<file path="src/hw/rtl/spq_pkg.sv">
// Shared constants, cell control codes and types for the sorted priority queue.
package spq_pkg;

    // Field widths
    localparam int VAL_W        = 32;
    localparam int CNT_OUT_W    = 5;
    localparam int S_TDATA_W    = 32;
    localparam int M_TDATA_W    = 40;
    localparam int CAPACITY_DEF = 16;

    // Operation broadcast to every cell
    typedef logic [1:0] op_t;
    localparam op_t OP_HOLD   = 2'd0;
    localparam op_t OP_INSERT = 2'd1;
    localparam op_t OP_POP    = 2'd2;
    localparam op_t OP_SORT   = 2'd3;

    // Input command codes
    localparam logic CMD_INSERT = 1'b0;
    localparam logic CMD_POP    = 1'b1;

    // Control bundle from the sequencer to the cell row
    typedef struct packed {
        op_t                     op;
        logic                    mode;   // 0: smallest at head, 1: largest at head
        logic                    phase;  // odd/even pair select for a sort step
        logic signed [VAL_W-1:0] value;  // value being inserted
    } spq_ctl_t;

endpackage

</file>
<file path="src/hw/rtl/spq_cell.sv">
// One storage cell of the sorted row: holds one entry and trades with its neighbors.
module spq_cell
    import spq_pkg::*;
#(
    parameter int CAPACITY = CAPACITY_DEF,
    parameter int INDEX    = 0,
    parameter int CNT_W    = $clog2(CAPACITY + 1)
)
(
    input  logic                    clk,
    input  spq_ctl_t                ctl,
    input  logic [CNT_W-1:0]        count,
    input  logic signed [VAL_W-1:0] left_value,
    input  logic                    left_behind,
    input  logic                    left_swap,
    input  logic signed [VAL_W-1:0] right_value,
    output logic signed [VAL_W-1:0] entry,
    output logic                    behind,
    output logic                    swap
);

    localparam logic [CNT_W-1:0] IDX  = CNT_W'(INDEX);
    localparam logic [CNT_W-1:0] IDX1 = CNT_W'(INDEX + 1);
    localparam logic             PAR  = 1'(INDEX % 2);

    logic signed [VAL_W-1:0] entry_reg;
    logic signed [VAL_W-1:0] entry_next;
    logic                    live;
    logic                    take_new;

    // a must stand strictly behind b under the given mode
    function automatic logic stands_behind(input logic mode,
                                           input logic signed [VAL_W-1:0] a,
                                           input logic signed [VAL_W-1:0] b);
        stands_behind = mode ? (a < b) : (a > b);
    endfunction

    // Insert: this entry moves back if the new value goes ahead of it
    assign live     = (IDX < count);
    assign behind   = live && stands_behind(ctl.mode, entry_reg, ctl.value);
    assign take_new = !left_behind && (behind || (IDX == count));

    // Sort step: this cell is the left side of a live pair that is out of order
    assign swap = (ctl.phase == PAR) && (IDX1 < count)
                  && stands_behind(ctl.mode, entry_reg, right_value);

    // Next entry
    always_comb
    begin
        entry_next = entry_reg;
        unique case (ctl.op)
            OP_INSERT:
            begin
                if (take_new)
                begin
                    entry_next = ctl.value;
                end
                else if (left_behind)
                begin
                    entry_next = left_value;
                end
            end
            OP_POP:
            begin
                entry_next = right_value;
            end
            OP_SORT:
            begin
                if (swap)
                begin
                    entry_next = right_value;
                end
                else if (left_swap)
                begin
                    entry_next = left_value;
                end
            end
            default:
            begin
                entry_next = entry_reg;
            end
        endcase
    end

    // Entry storage (payload, no reset)
    always_ff @(posedge clk)
    begin
        entry_reg <= entry_next;
    end

    assign entry = entry_reg;

endmodule

</file>
<file path="src/hw/rtl/spq_ctrl.sv">
// Sequencer: handshakes, entry count, order mode, re-sort steps and result register.
module spq_ctrl
    import spq_pkg::*;
#(
    parameter int CAPACITY = CAPACITY_DEF,
    parameter int CNT_W    = $clog2(CAPACITY + 1)
)
(
    input  logic                    clk,
    input  logic                    rst_n,
    input  logic                    s_tvalid,
    output logic                    s_tready,
    input  logic                    in_cmd,
    input  logic signed [VAL_W-1:0] in_value,
    output logic                    m_tvalid,
    input  logic                    m_tready,
    output logic signed [VAL_W-1:0] head_value,
    output logic                    empty_error,
    output logic                    full_error,
    output logic [CNT_OUT_W-1:0]    count_out,
    input  logic                    cfg_wr_en,
    input  logic                    cfg_wr_data,
    input  logic signed [VAL_W-1:0] head_entry,
    output spq_ctl_t                ctl,
    output logic [CNT_W-1:0]        count
);

    localparam int PH_W = $clog2(CAPACITY);
    localparam logic [PH_W-1:0]  PH_LAST = PH_W'(CAPACITY - 1);
    localparam logic [CNT_W-1:0] CNT_MAX = CNT_W'(CAPACITY);
    localparam logic [CNT_W-1:0] CNT_ONE = CNT_W'(1);

    localparam logic [1:0] ST_IDLE = 2'd0;
    localparam logic [1:0] ST_SORT = 2'd1;
    localparam logic [1:0] ST_INS  = 2'd2;

    logic [1:0]              state_reg, state_next;
    logic [CNT_W-1:0]        cnt_reg, cnt_next;
    logic [PH_W-1:0]         phase_reg, phase_next;
    logic                    order_mode_reg;
    logic                    sorted_mode_reg, sorted_mode_next;
    logic signed [VAL_W-1:0] pend_reg, pend_next;
    logic                    m_tvalid_reg, m_tvalid_next;
    logic signed [VAL_W-1:0] head_reg, head_next;
    logic                    empty_reg, empty_next;
    logic                    full_reg, full_next;
    logic [CNT_OUT_W-1:0]    cnt_out_reg, cnt_out_next;
    logic                    out_free;
    logic                    accept;
    logic                    produce;
    op_t                     op;

    assign out_free = !m_tvalid_reg || m_tready;
    assign s_tready = (state_reg == ST_IDLE) && out_free;
    assign accept   = s_tvalid && s_tready;

    // Sequencer
    always_comb
    begin
        state_next       = state_reg;
        cnt_next         = cnt_reg;
        phase_next       = phase_reg;
        sorted_mode_next = sorted_mode_reg;
        pend_next        = pend_reg;
        op               = OP_HOLD;
        produce          = 1'b0;
        head_next        = '0;
        empty_next       = 1'b0;
        full_next        = 1'b0;
        unique case (state_reg)
            ST_IDLE:
            begin
                if (accept)
                begin
                    if (in_cmd == CMD_POP)
                    begin
                        produce = 1'b1;
                        if (cnt_reg == '0)
                        begin
                            empty_next = 1'b1;
                        end
                        else
                        begin
                            op        = OP_POP;
                            head_next = head_entry;
                            cnt_next  = cnt_reg - CNT_ONE;
                        end
                    end
                    else if (cnt_reg == CNT_MAX)
                    begin
                        produce   = 1'b1;
                        full_next = 1'b1;
                    end
                    else if ((order_mode_reg != sorted_mode_reg) && (cnt_reg > CNT_ONE))
                    begin
                        // store is ordered the other way: re-sort before inserting
                        pend_next  = in_value;
                        phase_next = '0;
                        state_next = ST_SORT;
                    end
                    else
                    begin
                        produce          = 1'b1;
                        op               = OP_INSERT;
                        cnt_next         = cnt_reg + CNT_ONE;
                        sorted_mode_next = order_mode_reg;
                    end
                end
            end
            ST_SORT:
            begin
                op         = OP_SORT;
                phase_next = phase_reg + PH_W'(1);
                if (phase_reg == PH_LAST)
                begin
                    sorted_mode_next = order_mode_reg;
                    state_next       = ST_INS;
                end
            end
            ST_INS:
            begin
                if (out_free)
                begin
                    produce    = 1'b1;
                    op         = OP_INSERT;
                    cnt_next   = cnt_reg + CNT_ONE;
                    state_next = ST_IDLE;
                end
            end
            default:
            begin
                state_next = ST_IDLE;
            end
        endcase
        m_tvalid_next = produce || (m_tvalid_reg && !m_tready);
        cnt_out_next  = CNT_OUT_W'(cnt_next);
    end

    // Broadcast to the cell row
    assign ctl.op    = op;
    assign ctl.mode  = order_mode_reg;
    assign ctl.phase = phase_reg[0];
    assign ctl.value = (state_reg == ST_INS) ? pend_reg : in_value;
    assign count     = cnt_reg;

    // Control state
    always_ff @(posedge clk or negedge rst_n)
    begin
        if (!rst_n)
        begin
            state_reg       <= ST_IDLE;
            cnt_reg         <= '0;
            phase_reg       <= '0;
            order_mode_reg  <= 1'b0;
            sorted_mode_reg <= 1'b0;
            m_tvalid_reg    <= 1'b0;
        end
        else
        begin
            state_reg       <= state_next;
            cnt_reg         <= cnt_next;
            phase_reg       <= phase_next;
            sorted_mode_reg <= sorted_mode_next;
            m_tvalid_reg    <= m_tvalid_next;
            if (cfg_wr_en)
            begin
                order_mode_reg <= cfg_wr_data;
            end
        end
    end

    // Pending value and result payload
    always_ff @(posedge clk)
    begin
        pend_reg <= pend_next;
        if (produce)
        begin
            head_reg    <= head_next;
            empty_reg   <= empty_next;
            full_reg    <= full_next;
            cnt_out_reg <= cnt_out_next;
        end
    end

    assign m_tvalid    = m_tvalid_reg;
    assign head_value  = head_reg;
    assign empty_error = empty_reg;
    assign full_error  = full_reg;
    assign count_out   = cnt_out_reg;

`ifndef SYNTHESIS
    a_cnt_bound: assert property (@(posedge clk) disable iff (!rst_n)
        cnt_reg <= CNT_MAX)
        else $error("entry count above capacity");

    a_sort_runs: assert property (@(posedge clk) disable iff (!rst_n)
        (state_reg == ST_SORT && phase_reg != PH_LAST) |=> (state_reg == ST_SORT))
        else $error("sort pass cut short");

    a_empty_pop: assert property (@(posedge clk) disable iff (!rst_n)
        (accept && in_cmd == CMD_POP && cnt_reg == '0)
        |=> (m_tvalid && empty_error && cnt_reg == '0))
        else $error("pop on empty queue not flagged");

    a_ins_done: assert property (@(posedge clk) disable iff (!rst_n)
        (state_reg == ST_INS && out_free)
        |=> (state_reg == ST_IDLE && m_tvalid && cnt_reg == $past(cnt_reg) + CNT_ONE))
        else $error("deferred insert lost");
`endif

endmodule

</file>
<file path="src/hw/rtl/sorted_priority_queue.sv">
// Top level of the sorted priority queue: sequencer plus a row of storage cells.
//
//  port group  dir   width  contents (low bit first)
//  s_*         in    32+1   tdata: value[31:0]; tuser: cmd
//  m_*         out   40     head_value[31:0], empty_error[32], full_error[33], count[38:34]
//  cfg_*       in    1      order_mode write
//
// Pops, plain inserts and refused items are answered straight from idle; the result is registered
// and a new item is taken in the same cycle the waiting result leaves.
// An insert after an order mode change with two or more entries held first runs CAPACITY
// odd/even swap steps, then is made from ST_INS once the result output is free.
// Reset clears the count and the mode; entry contents need no clearing.
// A stalled result blocks new items only while m_tvalid is high and m_tready low.
module sorted_priority_queue
    import spq_pkg::*;
#(
    parameter int CAPACITY = CAPACITY_DEF
)
(
    input  logic                 clk,
    input  logic                 rst_n,
    input  logic                 s_tvalid,
    output logic                 s_tready,
    input  logic [S_TDATA_W-1:0] s_tdata,   // value
    input  logic                 s_tuser,   // cmd
    output logic                 m_tvalid,
    input  logic                 m_tready,
    output logic [M_TDATA_W-1:0] m_tdata,   // head_value, empty_error, full_error, count, pad
    input  logic                 cfg_wr_en,
    input  logic                 cfg_wr_data
);

    localparam int CNT_W = $clog2(CAPACITY + 1);

    logic                    in_cmd;
    logic signed [VAL_W-1:0] in_value;
    logic signed [VAL_W-1:0] head_value;
    logic                    empty_error;
    logic                    full_error;
    logic [CNT_OUT_W-1:0]    count_out;
    spq_ctl_t                ctl;
    logic [CNT_W-1:0]        count;

    logic signed [VAL_W-1:0] entry  [CAPACITY];
    logic                    behind [CAPACITY];
    logic                    swap   [CAPACITY];

    // Unpack input item
    assign in_cmd   = s_tuser;
    assign in_value = s_tdata;

    // Pack result item
    assign m_tdata = {{(M_TDATA_W - VAL_W - 2 - CNT_OUT_W){1'b0}},
                      count_out, full_error, empty_error, head_value};

    spq_ctrl #(
        .CAPACITY (CAPACITY),
        .CNT_W    (CNT_W)
    ) u_ctrl (
        .clk         (clk),
        .rst_n       (rst_n),
        .s_tvalid    (s_tvalid),
        .s_tready    (s_tready),
        .in_cmd      (in_cmd),
        .in_value    (in_value),
        .m_tvalid    (m_tvalid),
        .m_tready    (m_tready),
        .head_value  (head_value),
        .empty_error (empty_error),
        .full_error  (full_error),
        .count_out   (count_out),
        .cfg_wr_en   (cfg_wr_en),
        .cfg_wr_data (cfg_wr_data),
        .head_entry  (entry[0]),
        .ctl         (ctl),
        .count       (count)
    );

    // Cell row: entry 0 is the head
    for (genvar i = 0; i < CAPACITY; i++)
    begin : g_cell
        logic signed [VAL_W-1:0] lv;
        logic                    lb;
        logic                    ls;
        logic signed [VAL_W-1:0] rv;

        if (i == 0)
        begin : g_first
            assign lv = '0;
            assign lb = 1'b0;
            assign ls = 1'b0;
        end
        else
        begin : g_mid
            assign lv = entry[i-1];
            assign lb = behind[i-1];
            assign ls = swap[i-1];
        end

        if (i == CAPACITY - 1)
        begin : g_last
            assign rv = '0;
        end
        else
        begin : g_inner
            assign rv = entry[i+1];
        end

        spq_cell #(
            .CAPACITY (CAPACITY),
            .INDEX    (i),
            .CNT_W    (CNT_W)
        ) u_cell (
            .clk         (clk),
            .ctl         (ctl),
            .count       (count),
            .left_value  (lv),
            .left_behind (lb),
            .left_swap   (ls),
            .right_value (rv),
            .entry       (entry[i]),
            .behind      (behind[i]),
            .swap        (swap[i])
        );
    end

endmodule

</file>
<file path="config.mk">
export PLATFORM = sky130hd
export DESIGN_NAME = sorted_priority_queue
export DESIGN_NICKNAME = d
export VERILOG_FILES = /design/src/hw/rtl/spq_pkg.sv /design/src/hw/rtl/spq_cell.sv /design/src/hw/rtl/spq_ctrl.sv /design/src/hw/rtl/sorted_priority_queue.sv
export SDC_FILE = /design/constraint.sdc
export NUM_CORES = 2
export LEC_CHECK = 0
export ABC_AREA = 1
export BUFFER_PORTS_ARGS = -buffer_cell sky130_fd_sc_hd__buf_2
export CAP_MARGIN = 20
export CELL_PAD_IN_SITES_DETAIL_PLACEMENT = 1
export CELL_PAD_IN_SITES_GLOBAL_PLACEMENT = 1
export CORE_MARGIN = 2
export CORE_UTILIZATION = 50
export DETAILED_ROUTE_END_ITERATION = 16
export PLACE_DENSITY_LB_ADDON = 0.1
export SLEW_MARGIN = 5
export SYNTH_ARGS = -nofsm -noshare
export SYNTH_HDL_FRONTEND = slang
export SYNTH_SLANG_ARGS = --single-unit
</file>
<file path="constraint.sdc">
create_clock -name clk -period 10.6 [get_ports clk]
set_clock_uncertainty 0.2 [all_clocks]
set_input_delay 1.06 -clock clk [delete_from_list [all_inputs] [get_ports clk]]
set_output_delay 1.06 -clock clk [all_outputs]
set_load 0.02 [all_outputs]
</file>
==> results.toml <==
[finish]
areaGrowthSynthToFinish_pct = 7.25
final_cell_area_mm2 = 0.0694
finish.utilization_pct = 53.8
multi_input_area_mm2 = 0.0411
num-fill-cells = 16800
post_route_cells_drive_above_1_share_pct = 5.42
finalNetCount = 10100
regArea_mm2 = 0.0179
largest_register_ff_count = 512

[timing]
tightestPinTransition_ns = 1.23
finalSetupViolCount = 0
timing.fmax_mhz = 141
final-hold-violation-count = 0
setup-tns-final_ns = 0
slew_headroom_pct = 17.8
slew_violations = 0
fin_crit_ns = 7.09
unrepaired_setup_endpoints_after_global_routing = "false"
layout_setup_ws_ns = 3.51
final.period_utilization_pct = 66.9

[synth]
synthesis.instances = 9269
synth.top_cells.by_count = "nand2_1 (2597), nand3_1 (1480), inv_1 (1098)"
netlist.area_leader.share_pct = 27.0
synth_area_leaders = "edfxtp_1 (27%), ha_1 (19%), nand2_1 (15%)"
synth.lib_cells_used.distinct = 62
syn-mean-instance-area_um2 = 6.98
synth-async-reset-ratio_pct = 2.35
post_synthesis_instance_area_mm2 = 0.0647
synth_ff_type = "edfxtp_1"
yosys.cell_count.top_type = "nand2_1"
syn_nets = 10300
synthesis.yosys.warnings = 0
synth_top_area_cell = "edfxtp_1"
synth_edf_count = 583
ys_seq_area_share_pct = 27.6
count_of_state_elements_after_synthesis = 597

[floorplan]
core-area_mm2 = 0.129
die_area_mm2 = 0.132
ios = 81
placement_rows = 132
initial_core_util_pct = 50.2
die_height_um = 364
die_width_um = 364

[clock_network]
cts_inserted_buffers = 81
clock_tree_from_tritoncts = "done"
cts_hold_buffers_added = 0
cts-resized-gates = 0
cts-htree-levels = 3
clockBufferDepth = 3
clkLatencyLatePin_ns = 0.71
clkSlewWorstSetupHoldPaths_ns = 0.06
clock-sinks = 597
root_buffer = "clkbuf_16"
post-cts-setup-buffers = 0

[detailed_routing]
first_pass_iters = 8
route.detailed.drc = 0
wire_per_inst_um = 29.1
met3WireLength_um = 44900
num_vias = 72200
initialDrtViolationCount = 9114
total_detailed_routing_wirelength_um = 318000
met1_length_um = 124000
detailroute.wirelength.met2_um = 129000
antenna_left = 0
highest_layer = "met5"
detail_route.vias_per_cell = 6.61

[run]
maxCapViolCount = 0

[grt]
wire_length_of_the_first_global_routing_pass_um = 463000
first_global_vias = 71600
gr-total-overflow = 0
track_usage_pct = 46.6
antenna_violations_before_repair = 12
grt_start_max_net_pins = 189

[critical_path]
path_max_fanout = 37
timing.critical_path.from_type = "flip-flop"
setup.worst_path.class = "flip-flop to flip-flop"
worstPathArrival_ns = 7.36
required_ns = 10.87
endpoint_kind = "flip-flop"

[placed_design]
postPlaceCellArea_mm2 = 0.0669
pre_cts_slack_ns = 3.75
dp.final_hpwl_um = 233000
gpl.final_weighted_congestion = 0.969
port_buffers = 79

[outcome]
outcome = "complete, no violations"

[min_path]
timing.hold.worst.class = "input pin to asynchronous set/reset pin"
==> metal layers <==
| layer | GRT usage, % | vias to the layer above |
|---|---|---|
| li1 | - | 31400 |
| met1 | 61.3 | 35100 |
| met2 | 66.7 | 4709 |
| met3 | 16.0 | 1010 |
| met4 | 25.0 | 14 |
| met5 | 0.799 | - |
==> kinds of logic (layout without fill, tap and decap cells) <==
family / Yosys count / after routing / share of synthesized area (%)
compound gates: 1164 / 1164 / 9.87
xor+xnor: 10 / 10 / 0.135
fa+ha+maj: 966 / 966 / 18.7
buf+inv: 1573 / 1480 / 9.70
flops: 597 / 597 / 27.6
mux: 23 / 23 / 0.356
other cells: 1 / 7 / 0.00579
simple gates: 4935 / 4935 / 33.7
==> critical path, stage by stage (launching register included) <==
cell and delay [ns]:
dfrtp_1 0.69, inv_2 0.22, nand2_8 0.55, mux2i_4 0.33, buf_4 0.54, buf_4 0.48, ha_1 0.24, nand2_1 0.07
nor4_1 0.60, nand4_1 0.31, nand3_1 0.17, nand2_1 0.07, nand2_2 0.09, buf_4 0.41, nand2_2 0.38, buf_4 0.36
nand2_2 0.69, nand2_1 0.18, nand3_1 0.14, nand2_1 0.06
==> layout make-up <==
class / instances / share of cell area, %
diodes: 6 / 0.0216
clock buffers: 107 / 3.16
clock inverters: 35 / 0.505
inverters: 1108 / 6.00
multi-input cells: 7099 / 59.2
flip-flops and latches: 597 / 25.7
well taps: 1742 / 3.14
repair buffers: 230 / 2.27
==> worst paths after layout <==
check,cells after the start,slack [ns],to,from
min in group clk,2,0.33,u_ctrl.sorted_mode_reg,u_ctrl.sorted_mode_reg
max in group asynchronous,1,9.82,u_ctrl.count[1],rst_n
setup / recovery,19,3.51,g_cell[1].u_cell.entry[4],u_ctrl.state_reg[0]
hold / removal,1,0.08,u_ctrl.order_mode_reg,rst_n
hold reg to reg,2,0.33,u_ctrl.sorted_mode_reg,u_ctrl.sorted_mode_reg
setup reg to reg,19,3.51,g_cell[1].u_cell.entry[4],u_ctrl.state_reg[0]
==> layout by cell type (no fill, tap or decap), types with 20 or more instances in the layout <==
cell / instances
buf_2: 79
o21ai_0: 367
nor4_1: 41
a211oi_1: 38
nand4_1: 310
clkbuf_16: 82
o211ai_1: 54
ha_1: 966
o21bai_1: 24
nand2_2: 32
nand3_1: 1474
clkbuf_1: 20
or2_2: 25
nor2_1: 328
a21oi_1: 563
nand2_1: 2596
inv_1: 1091
edfxtp_1: 583
nor3_1: 42
buf_4: 147
mux2i_4: 23
==> metrics by stage <==
stage          hold WS [ns]  cells
4_1_cts              0.0564  10900
3_5_place_dp          0.311  10800
5_1_grt              0.0918  10900
3_3_place_gp          0.295  10800
6_report             0.0813  10900
2_1_floorplan         0.272   9269
Power is not shown: default switching activity piles up to over one toggle a cycle in this logic, so the estimate is an artifact.
